## src/design/tdq_pkg.sv

```systemverilog
// Shared types and codes for the term deque with match removal.
`default_nettype none
package tdq_pkg;

	typedef struct packed {
		logic [15:0] degree;
		logic signed [31:0] coef;
	} term_t;

	localparam logic [2:0] KIND_PUSH_BACK  = 3'd0;
	localparam logic [2:0] KIND_PUSH_FRONT = 3'd1;
	localparam logic [2:0] KIND_POP_BACK   = 3'd2;
	localparam logic [2:0] KIND_POP_FRONT  = 3'd3;
	localparam logic [2:0] KIND_REMOVE     = 3'd4;
	localparam logic [2:0] KIND_SEARCH     = 3'd5;

	localparam logic [1:0] STATUS_OK    = 2'd0;
	localparam logic [1:0] STATUS_EMPTY = 2'd1;
	localparam logic [1:0] STATUS_FULL  = 2'd2;

	localparam int unsigned TALLY_W = 7;
	localparam logic [6:0] TALLY_MAX = 7'd127;

endpackage
`default_nettype wire

```

## src/design/tdq_store.sv

```systemverilog
// Term store: one write port and one read port with registered read data.
`default_nettype none
module tdq_store #(
	parameter int unsigned DEPTH = 64,
	parameter int unsigned AW = 6
) (
	input  wire              clk,
	input  wire              wr_en,
	input  wire [AW-1:0]     wr_addr,
	input  tdq_pkg::term_t   wr_data,
	input  wire [AW-1:0]     rd_addr,
	output tdq_pkg::term_t   rd_data
);

	tdq_pkg::term_t mem_q [DEPTH];
	tdq_pkg::term_t rd_data_q;

	always_ff @(posedge clk) begin
		if (wr_en) begin
			mem_q[wr_addr] <= wr_data;
		end
	end

	always_ff @(posedge clk) begin
		rd_data_q <= mem_q[rd_addr];
	end

	assign rd_data = rd_data_q;

endmodule
`default_nettype wire

```

## src/design/term_deque_with_match_removal_unit.sv

```systemverilog
// Top level: bounded deque of terms with removal and search of matching entries.
// A word is accepted only while idle. A push or other non-walking word passes through the
// execute and finish states; a pop also passes a read state for the store's registered read.
// Remove and search walk one entry per cycle before the finish state; a search stops at its
// first match. The finish state waits for a free output register, and the next word is taken
// once it returns to idle. Reset clears pointers, count, sequencer, out_valid and result regs.
`default_nettype none
module term_deque_with_match_removal_unit #(
	parameter int unsigned CAPACITY = 64
) (
	input  wire                clk,
	input  wire                arst_n,
	input  wire                in_valid,
	output logic               in_stall,
	input  wire  [2:0]         kind,
	input  wire  [15:0]        term_degree,
	input  wire  signed [31:0] term_coef,
	output logic               out_valid,
	input  wire                out_stall,
	output logic [15:0]        out_degree,
	output logic signed [31:0] out_coef,
	output logic [6:0]         tally,
	output logic               found,
	output logic [1:0]         status
);

	localparam int unsigned IW = (CAPACITY > 1) ? $clog2(CAPACITY) : 1;
	localparam int unsigned CW = $clog2(CAPACITY + 1);
	localparam int unsigned SW = (CW > tdq_pkg::TALLY_W) ? CW : tdq_pkg::TALLY_W;
	localparam logic [IW:0] CAP_W = (IW + 1)'(CAPACITY);
	localparam logic [IW-1:0] LAST_SLOT = IW'(CAPACITY - 1);
	localparam logic [CW-1:0] CAP_C = CW'(CAPACITY);

	localparam logic [2:0] S_IDLE  = 3'd0;
	localparam logic [2:0] S_EXEC  = 3'd1;
	localparam logic [2:0] S_POPRD = 3'd2;
	localparam logic [2:0] S_WALK  = 3'd3;
	localparam logic [2:0] S_FIN   = 3'd4;

	logic [2:0]      state_q;
	logic [IW-1:0]   front_q;
	logic [CW-1:0]   count_q;
	logic [2:0]      op_kind_q;
	tdq_pkg::term_t  op_term_q;
	logic [IW-1:0]   rd_ptr_q;
	logic [IW-1:0]   wr_ptr_q;
	logic [CW-1:0]   idx_q;
	logic [CW-1:0]   kept_q;
	logic [CW-1:0]   removed_q;

	logic [15:0]        res_deg_q;
	logic signed [31:0] res_coef_q;
	logic [6:0]         res_tally_q;
	logic               res_found_q;
	logic [1:0]         res_status_q;
	logic               out_valid_q;

	logic               mem_we;
	logic [IW-1:0]      mem_waddr;
	logic [IW-1:0]      mem_raddr;
	tdq_pkg::term_t     mem_wdata;
	tdq_pkg::term_t     mem_rdata;

	logic [IW:0]    sum_back;
	logic [IW:0]    sum_last;
	logic [IW-1:0]  back_slot;
	logic [IW-1:0]  last_slot;
	logic [IW-1:0]  front_dec;
	logic [IW-1:0]  front_inc;
	logic [IW-1:0]  rd_inc;
	logic [IW-1:0]  wr_inc;
	logic           is_full;
	logic           is_empty;
	logic           match;
	logic           walk_last;
	logic [CW-1:0]  idx_next;
	logic [CW-1:0]  removed_fin;
	logic [CW-1:0]  kept_fin;
	logic           in_take;
	logic           out_take;

	function automatic logic [6:0] sat_tally(input logic [CW-1:0] v);
		logic [SW-1:0] ext;
		ext = SW'(v);
		sat_tally = (ext > SW'(tdq_pkg::TALLY_MAX)) ? tdq_pkg::TALLY_MAX : ext[6:0];
	endfunction

	function automatic logic [IW-1:0] wrap_inc(input logic [IW-1:0] p);
		wrap_inc = (p == LAST_SLOT) ? '0 : p + IW'(1);
	endfunction

	// Slot positions are taken modulo CAPACITY by one compare and subtract.
	always_comb begin
		sum_back = (IW + 1)'(front_q) + (IW + 1)'(count_q);
		sum_last = sum_back - (IW + 1)'(1);
		back_slot = (sum_back >= CAP_W) ? IW'(sum_back - CAP_W) : IW'(sum_back);
		last_slot = (sum_last >= CAP_W) ? IW'(sum_last - CAP_W) : IW'(sum_last);
		front_dec = (front_q == '0) ? LAST_SLOT : front_q - IW'(1);
		front_inc = wrap_inc(front_q);
		rd_inc = wrap_inc(rd_ptr_q);
		wr_inc = wrap_inc(wr_ptr_q);
		is_full = (count_q == CAP_C);
		is_empty = (count_q == '0);
		match = (mem_rdata == op_term_q);
		idx_next = idx_q + CW'(1);
		walk_last = (idx_next == count_q);
		removed_fin = removed_q + CW'(match);
		kept_fin = kept_q + CW'(!match);
	end

	always_comb begin
		mem_we = 1'b0;
		mem_waddr = wr_ptr_q;
		mem_wdata = mem_rdata;
		mem_raddr = front_q;
		unique case (state_q)
			S_EXEC: begin
				if ((op_kind_q == tdq_pkg::KIND_PUSH_BACK ||
						op_kind_q == tdq_pkg::KIND_PUSH_FRONT) && !is_full) begin
					mem_we = 1'b1;
					mem_waddr = (op_kind_q == tdq_pkg::KIND_PUSH_BACK) ? back_slot : front_dec;
					mem_wdata = op_term_q;
				end
				mem_raddr = (op_kind_q == tdq_pkg::KIND_POP_BACK) ? last_slot : front_q;
			end
			S_WALK: begin
				// Entries that survive removal close up behind the read pointer.
				mem_we = (op_kind_q == tdq_pkg::KIND_REMOVE) && !match;
				mem_raddr = rd_ptr_q;
			end
			default: begin
			end
		endcase
	end

	tdq_store #(
		.DEPTH(CAPACITY),
		.AW(IW)
	) u_store (
		.clk(clk),
		.wr_en(mem_we),
		.wr_addr(mem_waddr),
		.wr_data(mem_wdata),
		.rd_addr(mem_raddr),
		.rd_data(mem_rdata)
	);

	assign in_stall = (state_q != S_IDLE);
	assign in_take = in_valid && !in_stall;
	assign out_take = out_valid_q && !out_stall;

	always_ff @(posedge clk) begin
		if (in_take) begin
			op_kind_q <= kind;
			op_term_q <= {term_degree, term_coef};
		end
	end

	always_ff @(posedge clk or negedge arst_n) begin
		if (!arst_n) begin
			state_q <= S_IDLE;
			front_q <= '0;
			count_q <= '0;
			out_valid_q <= 1'b0;
			rd_ptr_q <= '0;
			wr_ptr_q <= '0;
			idx_q <= '0;
			kept_q <= '0;
			removed_q <= '0;
			res_deg_q <= '0;
			res_coef_q <= '0;
			res_tally_q <= '0;
			res_found_q <= 1'b0;
			res_status_q <= tdq_pkg::STATUS_OK;
		end else begin
			if (out_take && state_q != S_FIN) begin
				out_valid_q <= 1'b0;
			end
			unique case (state_q)
				S_IDLE: begin
					if (in_take) begin
						state_q <= S_EXEC;
					end
				end
				S_EXEC: begin
					res_deg_q <= '0;
					res_coef_q <= '0;
					res_tally_q <= '0;
					res_found_q <= 1'b0;
					rd_ptr_q <= front_inc;
					wr_ptr_q <= front_q;
					idx_q <= '0;
					kept_q <= '0;
					removed_q <= '0;
					unique case (op_kind_q)
						tdq_pkg::KIND_PUSH_BACK, tdq_pkg::KIND_PUSH_FRONT: begin
							state_q <= S_FIN;
							if (is_full) begin
								res_status_q <= tdq_pkg::STATUS_FULL;
							end else begin
								res_status_q <= tdq_pkg::STATUS_OK;
								count_q <= count_q + CW'(1);
								if (op_kind_q == tdq_pkg::KIND_PUSH_FRONT) begin
									front_q <= front_dec;
								end
							end
						end
						tdq_pkg::KIND_POP_BACK, tdq_pkg::KIND_POP_FRONT: begin
							if (is_empty) begin
								res_status_q <= tdq_pkg::STATUS_EMPTY;
								state_q <= S_FIN;
							end else begin
								res_status_q <= tdq_pkg::STATUS_OK;
								count_q <= count_q - CW'(1);
								if (op_kind_q == tdq_pkg::KIND_POP_FRONT) begin
									front_q <= front_inc;
								end
								state_q <= S_POPRD;
							end
						end
						tdq_pkg::KIND_REMOVE, tdq_pkg::KIND_SEARCH: begin
							res_status_q <= tdq_pkg::STATUS_OK;
							state_q <= is_empty ? S_FIN : S_WALK;
						end
						default: begin
							res_status_q <= tdq_pkg::STATUS_OK;
							state_q <= S_FIN;
						end
					endcase
				end
				S_POPRD: begin
					res_deg_q <= mem_rdata.degree;
					res_coef_q <= mem_rdata.coef;
					state_q <= S_FIN;
				end
				S_WALK: begin
					rd_ptr_q <= rd_inc;
					idx_q <= idx_next;
					removed_q <= removed_fin;
					kept_q <= kept_fin;
					if (!match) begin
						wr_ptr_q <= wr_inc;
					end
					if (op_kind_q == tdq_pkg::KIND_SEARCH) begin
						if (match) begin
							res_found_q <= 1'b1;
							res_tally_q <= sat_tally(idx_q);
							state_q <= S_FIN;
						end else if (walk_last) begin
							state_q <= S_FIN;
						end
					end else if (walk_last) begin
						count_q <= kept_fin;
						res_tally_q <= sat_tally(removed_fin);
						state_q <= S_FIN;
					end
				end
				S_FIN: begin
					if (!out_valid_q || out_stall == 1'b0) begin
						out_valid_q <= 1'b1;
						state_q <= S_IDLE;
					end
				end
				default: begin
					state_q <= S_IDLE;
				end
			endcase
		end
	end

	// The result word moves into the output register when that register is free.
	always_ff @(posedge clk) begin
		if (state_q == S_FIN && (!out_valid_q || !out_stall)) begin
			out_degree <= res_deg_q;
			out_coef <= res_coef_q;
			tally <= res_tally_q;
			found <= res_found_q;
			status <= res_status_q;
		end
	end

	assign out_valid = out_valid_q;

endmodule
`default_nettype wire
```

## config.mk

```make
export PLATFORM = sky130hd
export DESIGN_NAME = term_deque_with_match_removal_unit
export DESIGN_NICKNAME = d
export VERILOG_FILES = /design/src/design/tdq_pkg.sv /design/src/design/tdq_store.sv /design/src/design/term_deque_with_match_removal_unit.sv
export SDC_FILE = /design/constraint.sdc
export NUM_CORES = 2
export LEC_CHECK = 0
export BUFFER_PORTS_ARGS = -buffer_cell sky130_fd_sc_hd__buf_2
export CAP_MARGIN = 40
export CORE_ASPECT_RATIO = 1.75
export CORE_MARGIN = 3
export CORE_UTILIZATION = 40
export CTS_CLUSTER_DIAMETER = 30
export CTS_CLUSTER_SIZE = 12
export DETAILED_ROUTE_END_ITERATION = 7
export GPL_TIMING_DRIVEN = 0
export PLACE_DENSITY_LB_ADDON = 0.08
export SLEW_MARGIN = 10
export SYNTH_ARGS = -nofsm -noshare
export SYNTH_HDL_FRONTEND = slang
export SYNTH_SLANG_ARGS = --single-unit
```

## constraint.sdc

```tcl
create_clock -name clk -period 13.8 [get_ports clk]
set_input_delay 1.38 -clock clk [delete_from_list [all_inputs] [get_ports clk]]
set_output_delay 1.38 -clock clk [all_outputs]
set_load 0.01 [all_outputs]
```

* Yosys cells after proc, flatten, opt, wreduce, memory -nomap -nowiden
Memories as Yosys holds them, arrays and structs flattened. A register that Yosys moved wholly into a read port is not among the register bits.
Cells that the tools add are included.
** Storage, ports and cells
- Register bits after elaboration :: 217
- Bits in writable memories :: 3072
- Input bits :: 55
- Output and inout bits :: 60
- Word-level logic and storage cells :: 164
- Memories kept :: 1
** Memory list
- u_store.mem_q :: depth 64, bits a word 48, rd ports 1, clocked after Yosys merged registers in 1, write ports 1, RTL line tdq_store.sv:15 : tdq_pkg::term_t mem_q [DEPTH];
** Operators by class
- Add/subtract/negate cells :: 13
- Magnitude comparators :: 4
- Equality and inequality tests :: 32
- Mux-type cells :: 60
- Bitwise gates (word level) :: 1
- Reduce and logical (&&, ||, !) cells :: 31
** Operators by type and width (number)
- two-way mux 48 bit :: 2
- two-way mux 6 bit :: 15
- one-hot mux 7 bit (2 select lines) :: 6
- one-hot mux 32 bit (2 select lines) :: 1
- two-way mux 7 bit :: 9
- equality test 48 bit :: 1
- one-hot mux 6 bit (2 select lines) :: 4
- one-hot mux 16 bit (2 select lines) :: 1
- != test 2 bit, second input constant :: 11
- two-way mux 3 bit :: 7
- adder 6 x 1 -> 6 bit, second input constant :: 3
- equality test 6 bit, second input constant :: 3
- subtractor 6 x 1 -> 6 bit, second input constant :: 3
- != test 3 bit, second input constant :: 5
- one-hot mux 3 bit (5 select lines) :: 1
- adder 7 x 1 -> 7 bit :: 2
- adder 7 x 1 -> 7 bit, second input constant :: 2
- greater-or-equal comparator 7 bit, second input constant :: 2
- > comparator 7 bit, second input constant :: 2
- subtractor 7 x 1 -> 7 bit, second input constant :: 2
- equality test 3 x 2 -> 1 bit, second input constant :: 4
- AND reduction 6 bit :: 2
- equality test 3 bit, second input constant :: 3
- two-way mux 1 bit :: 9
- other kinds (21) :: 41

* Depth between registers and ports, before layout
- Depth in word-level cells :: 7
- Gate-level depth with buffers :: 14
- Gate-level depth less buffers :: 12

* Cells and area by module
From an unflattened synthesis, not the netlist that was laid out.
** Unflattened totals
- Cell total of the unflattened synthesis :: 5950
- Area total of the unflattened synthesis :: 127707.5 µm²
** Modules (own cells, without submodules)
- tdq_store :: times used 1, cells an instance 4970, area each 117139.8 µm²
- term_deque_with_match_removal_unit :: times used 1, cells an instance 980, area each 10567.6 µm²

* Worst setup path after synthesis
No wires, ideal clock.
- Kind :: reg-to-reg
- Start :: reg front_q[0]
- End :: mem u_store.mem_q[56][0] (netlist name), enable pin
- Library setup time :: 0.454 ns
- Arrival time :: 4.467 ns
- Required time :: 13.346 ns
- Path slack :: 8.879 ns
- Cell stages (with the launch flop) :: 13
- Cells stage by stage :: dfrtp_1 > clkbuf_1 > inv_1 > ha_1 > nand2b_1 > nor4_1 > nor2_1 > nor2_1 > a21oi_1 > o21a_1 > or3_1 > clkbuf_1 > nor2_1
** Between the ends
- Longest elaborated chain between the ends :: 6
- Elaborated cells on any way between the ends :: 10
** Ends and longest elaborated chain
- start, declared :: RTL line term_deque_with_match_removal_unit.sv:41 : logic [IW-1:0] front_q;
- start signal, assigned :: RTL line term_deque_with_match_removal_unit.sv:204 : front_q <= front_dec;
- start signal, assigned :: RTL line term_deque_with_match_removal_unit.sv:216 : front_q <= front_inc;
- adder 6 x 7 -> 7 bit :: RTL line term_deque_with_match_removal_unit.sv:94 : sum_back = (IW + 1)'(front_q) + (IW + 1)'(count_q);
- subtractor 6 x 1 -> 6 bit or greater-or-equal comparator 7 bit (tied branches) :: RTL line term_deque_with_match_removal_unit.sv:96 : back_slot = (sum_back >= CAP_W) ? IW'(sum_back - CAP_W) : IW'(sum_back);
- two-way mux 6 bit :: RTL line term_deque_with_match_removal_unit.sv:96
- two-way mux 6 bit * :: RTL line term_deque_with_match_removal_unit.sv:121 : mem_waddr = (op_kind_q == tdq_pkg::KIND_PUSH_BACK) ? back_slot : front_dec;
- two-way mux 6 bit * :: RTL line term_deque_with_match_removal_unit.sv:118 : if ((op_kind_q == tdq_pkg::KIND_PUSH_BACK ||
- two-way mux 6 bit * :: RTL line term_deque_with_match_removal_unit.sv:116 : unique case (state_q)
- end, declared :: RTL line tdq_store.sv:15
Mark *: on every way between the ends. The rest lies on a longest branch, timed or not.

* Worst setup path after layout
- Start :: reg count_q[0]
- End :: reg u_store.rd_data[24] (netlist name)
** Between the ends
- Longest elaborated chain between the ends :: 6
- Elaborated cells on any way between the ends :: 7
** Ends and longest elaborated chain
- start, declared :: RTL line term_deque_with_match_removal_unit.sv:42 : logic [CW-1:0] count_q;
- start signal, assigned :: RTL line term_deque_with_match_removal_unit.sv:202 : count_q <= count_q + CW'(1);
- start signal, assigned :: RTL line term_deque_with_match_removal_unit.sv:214 : count_q <= count_q - CW'(1);
- start signal, assigned :: RTL line term_deque_with_match_removal_unit.sv:253 : count_q <= kept_fin;
- adder 6 x 7 -> 7 bit * :: RTL line term_deque_with_match_removal_unit.sv:94
- subtractor 7 x 1 -> 7 bit * :: RTL line term_deque_with_match_removal_unit.sv:95 : sum_last = sum_back - (IW + 1)'(1);
- subtractor 6 x 1 -> 6 bit or greater-or-equal comparator 7 bit (tied branches) :: RTL line term_deque_with_match_removal_unit.sv:97 : last_slot = (sum_last >= CAP_W) ? IW'(sum_last - CAP_W) : IW'(sum_last);
- two-way mux 6 bit * :: RTL line term_deque_with_match_removal_unit.sv:97
- two-way mux 6 bit * :: RTL line term_deque_with_match_removal_unit.sv:124 : mem_raddr = (op_kind_q == tdq_pkg::KIND_POP_BACK) ? last_slot : front_q;
- one-hot mux 6 bit (2 select lines) * :: RTL line term_deque_with_match_removal_unit.sv:116
Marked as above.
A chain may end at the register's enable or synchronous reset.

==> impl_metrics.csv <==
group,metric,value,unit
floorplan,design.die.area,325300,um2
cells_and_area,layout-drive-gt1-share,32.46,%
logic_synthesis,syn_area,127300,um2
placement,hpwl,284100,um
logic_synthesis,avgSynthCellArea,21.89,um2
logic_synthesis,synth_cells,5814,
routing,vias_per_cell,5.722,
logic_synthesis,synth.distinct_cells,66,
routing,postRouteWirelength,402300,um
routing,drtPass1Iterations,5,
logic_synthesis,synth_top_area_cell,"edfxtp_1",
power_and_ir_drop,power,38.57,mW
floorplan,die_w,432.4,um
sta,whs,420.1,ps
logic_synthesis,synth_edf_count,3181,
global_routing,antenna_found_initial,23,
power_and_ir_drop,p_leak,50.85,nW
floorplan,dieHeight,752.3,um
placement,place_congestion,0.8958,
power_and_ir_drop,pwr-share-clk,32.7,%
clock_network,clkSlewWorstSetupHoldPaths,50,ps
sta,final_max_slew_viol_count,0,
logic_synthesis,synth_nets,5895,
clock_network,cts_tree,"done",
sta,finalSetupViolCount,0,
logic_synthesis,synth_top_family_by_area,"multiplexers",
logic_synthesis,synthAdderAreaFrac,0.2674,%
routing,first_iter_violations,5963,
global_routing,grt_max_degree,65,
clock_network,root_buffer,"clkbuf_16",
placement,numPortBuffers,114,
clock_network,clock_path_buffers,4,
setup_path,start_kind,"flop",
logic_synthesis,ys_seq_elements,3337,
clock_network,htreeDepth,5,
clock_network,holdBufCountCts,0,
setup_path,worst_setup_path_end_kind,"flop",
logic_synthesis,synth_area_leaders,"edfxtp_1 75%, mux4_2 14%, a22o_1 2.7%, dfrtp_1 2.1%, dfxtp_1 0.75%",
setup_path,crit_arrival,7320,ps
sta,hold_viol,0,
setup_path,setup.worst_path.start,"count_q[0]",
floorplan,ios,115,
logic_synthesis,yosys_warnings,0,
power_and_ir_drop,powerDensity,246.7,nW/um2
cells_and_area,register_area,99190,um2
sta,rsz0062_at_grt,"false",
flow_run,maxCapViolCount,0,
floorplan,core_area,316300,um2
clock_network,post_cts_buffers,0,
sta,max_freq,149.5,MHz
routing,route.detailed.wl_per_inst,35.72,um
power_and_ir_drop,ir_worst_vdd,0.1420,mV
power_and_ir_drop,p_comb_share,32.5,%
logic_synthesis,async_flop_share,3.236,%
setup_path,worstPathRequired,14430,ps
cells_and_area,fin_util,49.42,%
sta,max-slew-margin-rel,37.00,%
routing,drc_errors,0,
power_and_ir_drop,netSwitchingFraction,34.64,%
cells_and_area,fin_cells,11263,
clock_network,cts-resized-gates,0,
clock_network,cts.sinks,3337,
worst_hold_path,hp-class,"in -> async",
sta,final_period_minus_worst_setup_slack,6689,ps
cells_and_area,n_fill_cell,25529,
logic_synthesis,synthMuxAreaShare,13.70,%
floorplan,start_util,40.24,%
power_and_ir_drop,intPower,25.21,mW
power_and_ir_drop,switching_power,13.36,mW
logic_synthesis,synth_top_area_share,75.04,%
cells_and_area,area_growth,22.80,%
cells_and_area,multi_input_area,27210,um2
setup_path,reg2reg_setup_slack,7110,ps
logic_synthesis,synth_xor_area_share,0.5750,%
setup_path,reg2reg_depth,13,
setup_path,reg2reg_to,"u_store.rd_data[24]",
sta,finalCritPeriodShare,48.47,%
floorplan,rows,273,
cells_and_area,fin_nets,6782,
global_routing,grt-ovfl-total,0,
routing,num_vias,64446,
sta,finClkSkew,66.17,ps
clock_network,clk_latency,970,ps
setup_path,reg2reg_from,"count_q[0]",
logic_synthesis,synthSimpleGateAreaFrac,1.511,%
routing,postRouteAntennaNets,0,
placement,place_inst,10323,
sta,worst_pin_slew,941.7,ps
setup_path,critPathCapture,"u_store.rd_data[24]",
logic_synthesis,synth_flop_cell,"edfxtp_1",
status,status,"finished clean",
sta,tns,0,ps
power_and_ir_drop,seqPwrFrac,34.7,%
setup_path,path_max_fanout,12,
global_routing,grt_util_all_layers,24.54,%
logic_synthesis,synth_compound_area_share,4.794,%
global_routing,grt_pass1_wl,550800,um
clock_network,numCtsBuffers,488,
setup_path,worstSetupPathType,"reg -> reg",
global_routing,grt_pass1_vias,68779,
logic_synthesis,synth-seq-area-share,77.92,%
## critical path, stage by stage (launching register included)
cell       delay, ps
dfrtp_1          510
ha_1             280
fa_1             600
inv_1             80
ha_1             340
a31oi_1          210
a2bb2oi_2        190
buf_2            680
buf_2            700
buf_2            550
mux4_2           580
a22o_1           340
o21ai_1          710
o2111ai_1        570
## worst min-delay path by stage
| stage | startpoint | endpoint | slack, ps | cells past startpoint |
|---|---|---|---|---|
| 2_1_floorplan | res_status_q[0] | status[0] | 420 | 0 |
| 3_3_place_gp | res_coef_q[30] | out_coef[30] | 440 | 0 |
| 3_5_place_dp | res_coef_q[28] | out_coef[28] | 440 | 0 |
| 4_1_cts | arst_n | idx_q[0] | 360 | 1 |
| 5_1_grt | arst_n | res_deg_q[9] | 420 | 1 |
| 6_report | arst_n | removed_q[6] | 420 | 1 |
## state kept, by name, summed over array words and instances (netlist names), 7 cells and up
| signal | count |
|---|---|
| count_q | 7 |
| idx_q | 7 |
| kept_q | 7 |
| op_term_q | 48 |
| out_coef | 32 |
| out_degree | 16 |
| removed_q | 7 |
| res_coef_q | 32 |
| res_deg_q | 16 |
| res_tally_q | 7 |
| tally | 7 |
| u_store.mem_q | 3072 |
| u_store.rd_data | 48 |
## power by group through the flow
stage | combinational (mW) | clock (mW) | sequential, mW
6_report | 12.6 | 12.6 | 13.4
5_1_grt | 13.2 | 13.2 | 13.4
4_1_cts | 12.7 | 12.8 | 13.4
3_5_place_dp | 12.7 | 0 | 13.6
3_3_place_gp | 11.7 | 0 | 13.9
2_1_floorplan | 6.71 | 0 | 13.5
## cells in the mapped netlist (all sizes together) (2+ instances only)
master   count
a22o       393
a22oi        3
dfxtp       48
a21oi       43
and3        12
a21o         6
fa           2
nor2b        6
o2111ai     47
edfxtp    3181
ha          24
xor2        61
nor2       104
nand3b       5
o21bai       4
buf        187
mux2         5
inv         20
clkbuf     143
or3          8
o21ai      158
nor4        15
a211oi       7
xnor2       20
nor3b        2
nand2b       7
o22ai        3
and2         6
nand3       25
o21a         2
nand4        6
a31o         2
nand2      231
a221o        2
o31ai       10
dfrtp      108
a221oi      47
mux2i        8
nor3        12
mux4       768
o211ai      52
a31oi        7
## area by class of cell
| type | count | area share (%) |
|---|---|---|
| clock inverters | 375 | 2.641 |
| diodes | 18 | 0.02882 |
| well taps | 4125 | 3.302 |
| inverters | 20 | 0.04803 |
| clock buffers | 534 | 8.104 |
| flip-flops and latches | 3337 | 63.45 |
| plain buffers | 330 | 0.9670 |
| repair buffers | 397 | 4.049 |
| multi-input cells | 2127 | 17.41 |
## kinds of logic after synthesis
family | count (synthesis)
flops | 3337
xor+xnor | 82
compound gates | 795
mux | 781
buf+inv | 350
fa+ha+maj | 26
simple gates | 443
## placed cells by master, fill, tap and decap left out, types with 13 or more instances in the layout
master	count
edfxtp_1	3181
mux4_2	768
clkbuf_16	498
a22o_1	393
buf_2	278
nand2_1	183
clkbuf_1	164
buf_12	157
dfrtp_1	108
o21ai_1	97
clkinvlp_4	87
buf_16	72
nor2_4	65
xor2_1	61
clkinv_4	61
bufinv_16	61
o21ai_0	60
clkinv_2	58
o211ai_1	52
inv_6	51
dfxtp_1	48
a221oi_1	47
o2111ai_1	47
clkinv_1	45
a21oi_1	42
nor2_1	38
nand2_2	37
buf_6	29
nand3_1	25
ha_1	24
inv_1	20
xnor2_1	20
diode_2	18
buf_8	18
buf_4	16
nor4_1	15
buf_1	13
## metal layers
layer  vias up  track usage (%)  wire, um
li1      26645                -         -
met1     34874            27.27    139400
met2      2202            46.24    223600
met3       723            3.531     20110
met4         2            10.51     19110
met5         -                0        13
## through the flow
stage               instance area [um2]  setup slack (ps)
floorplan                        127300              8879
global placement                 133000              3654
detailed placement               139300              7262
CTS                              156100              7248
global route                     156300              7151
finish                           156300              7111
(Power assumes the default switching activity.)
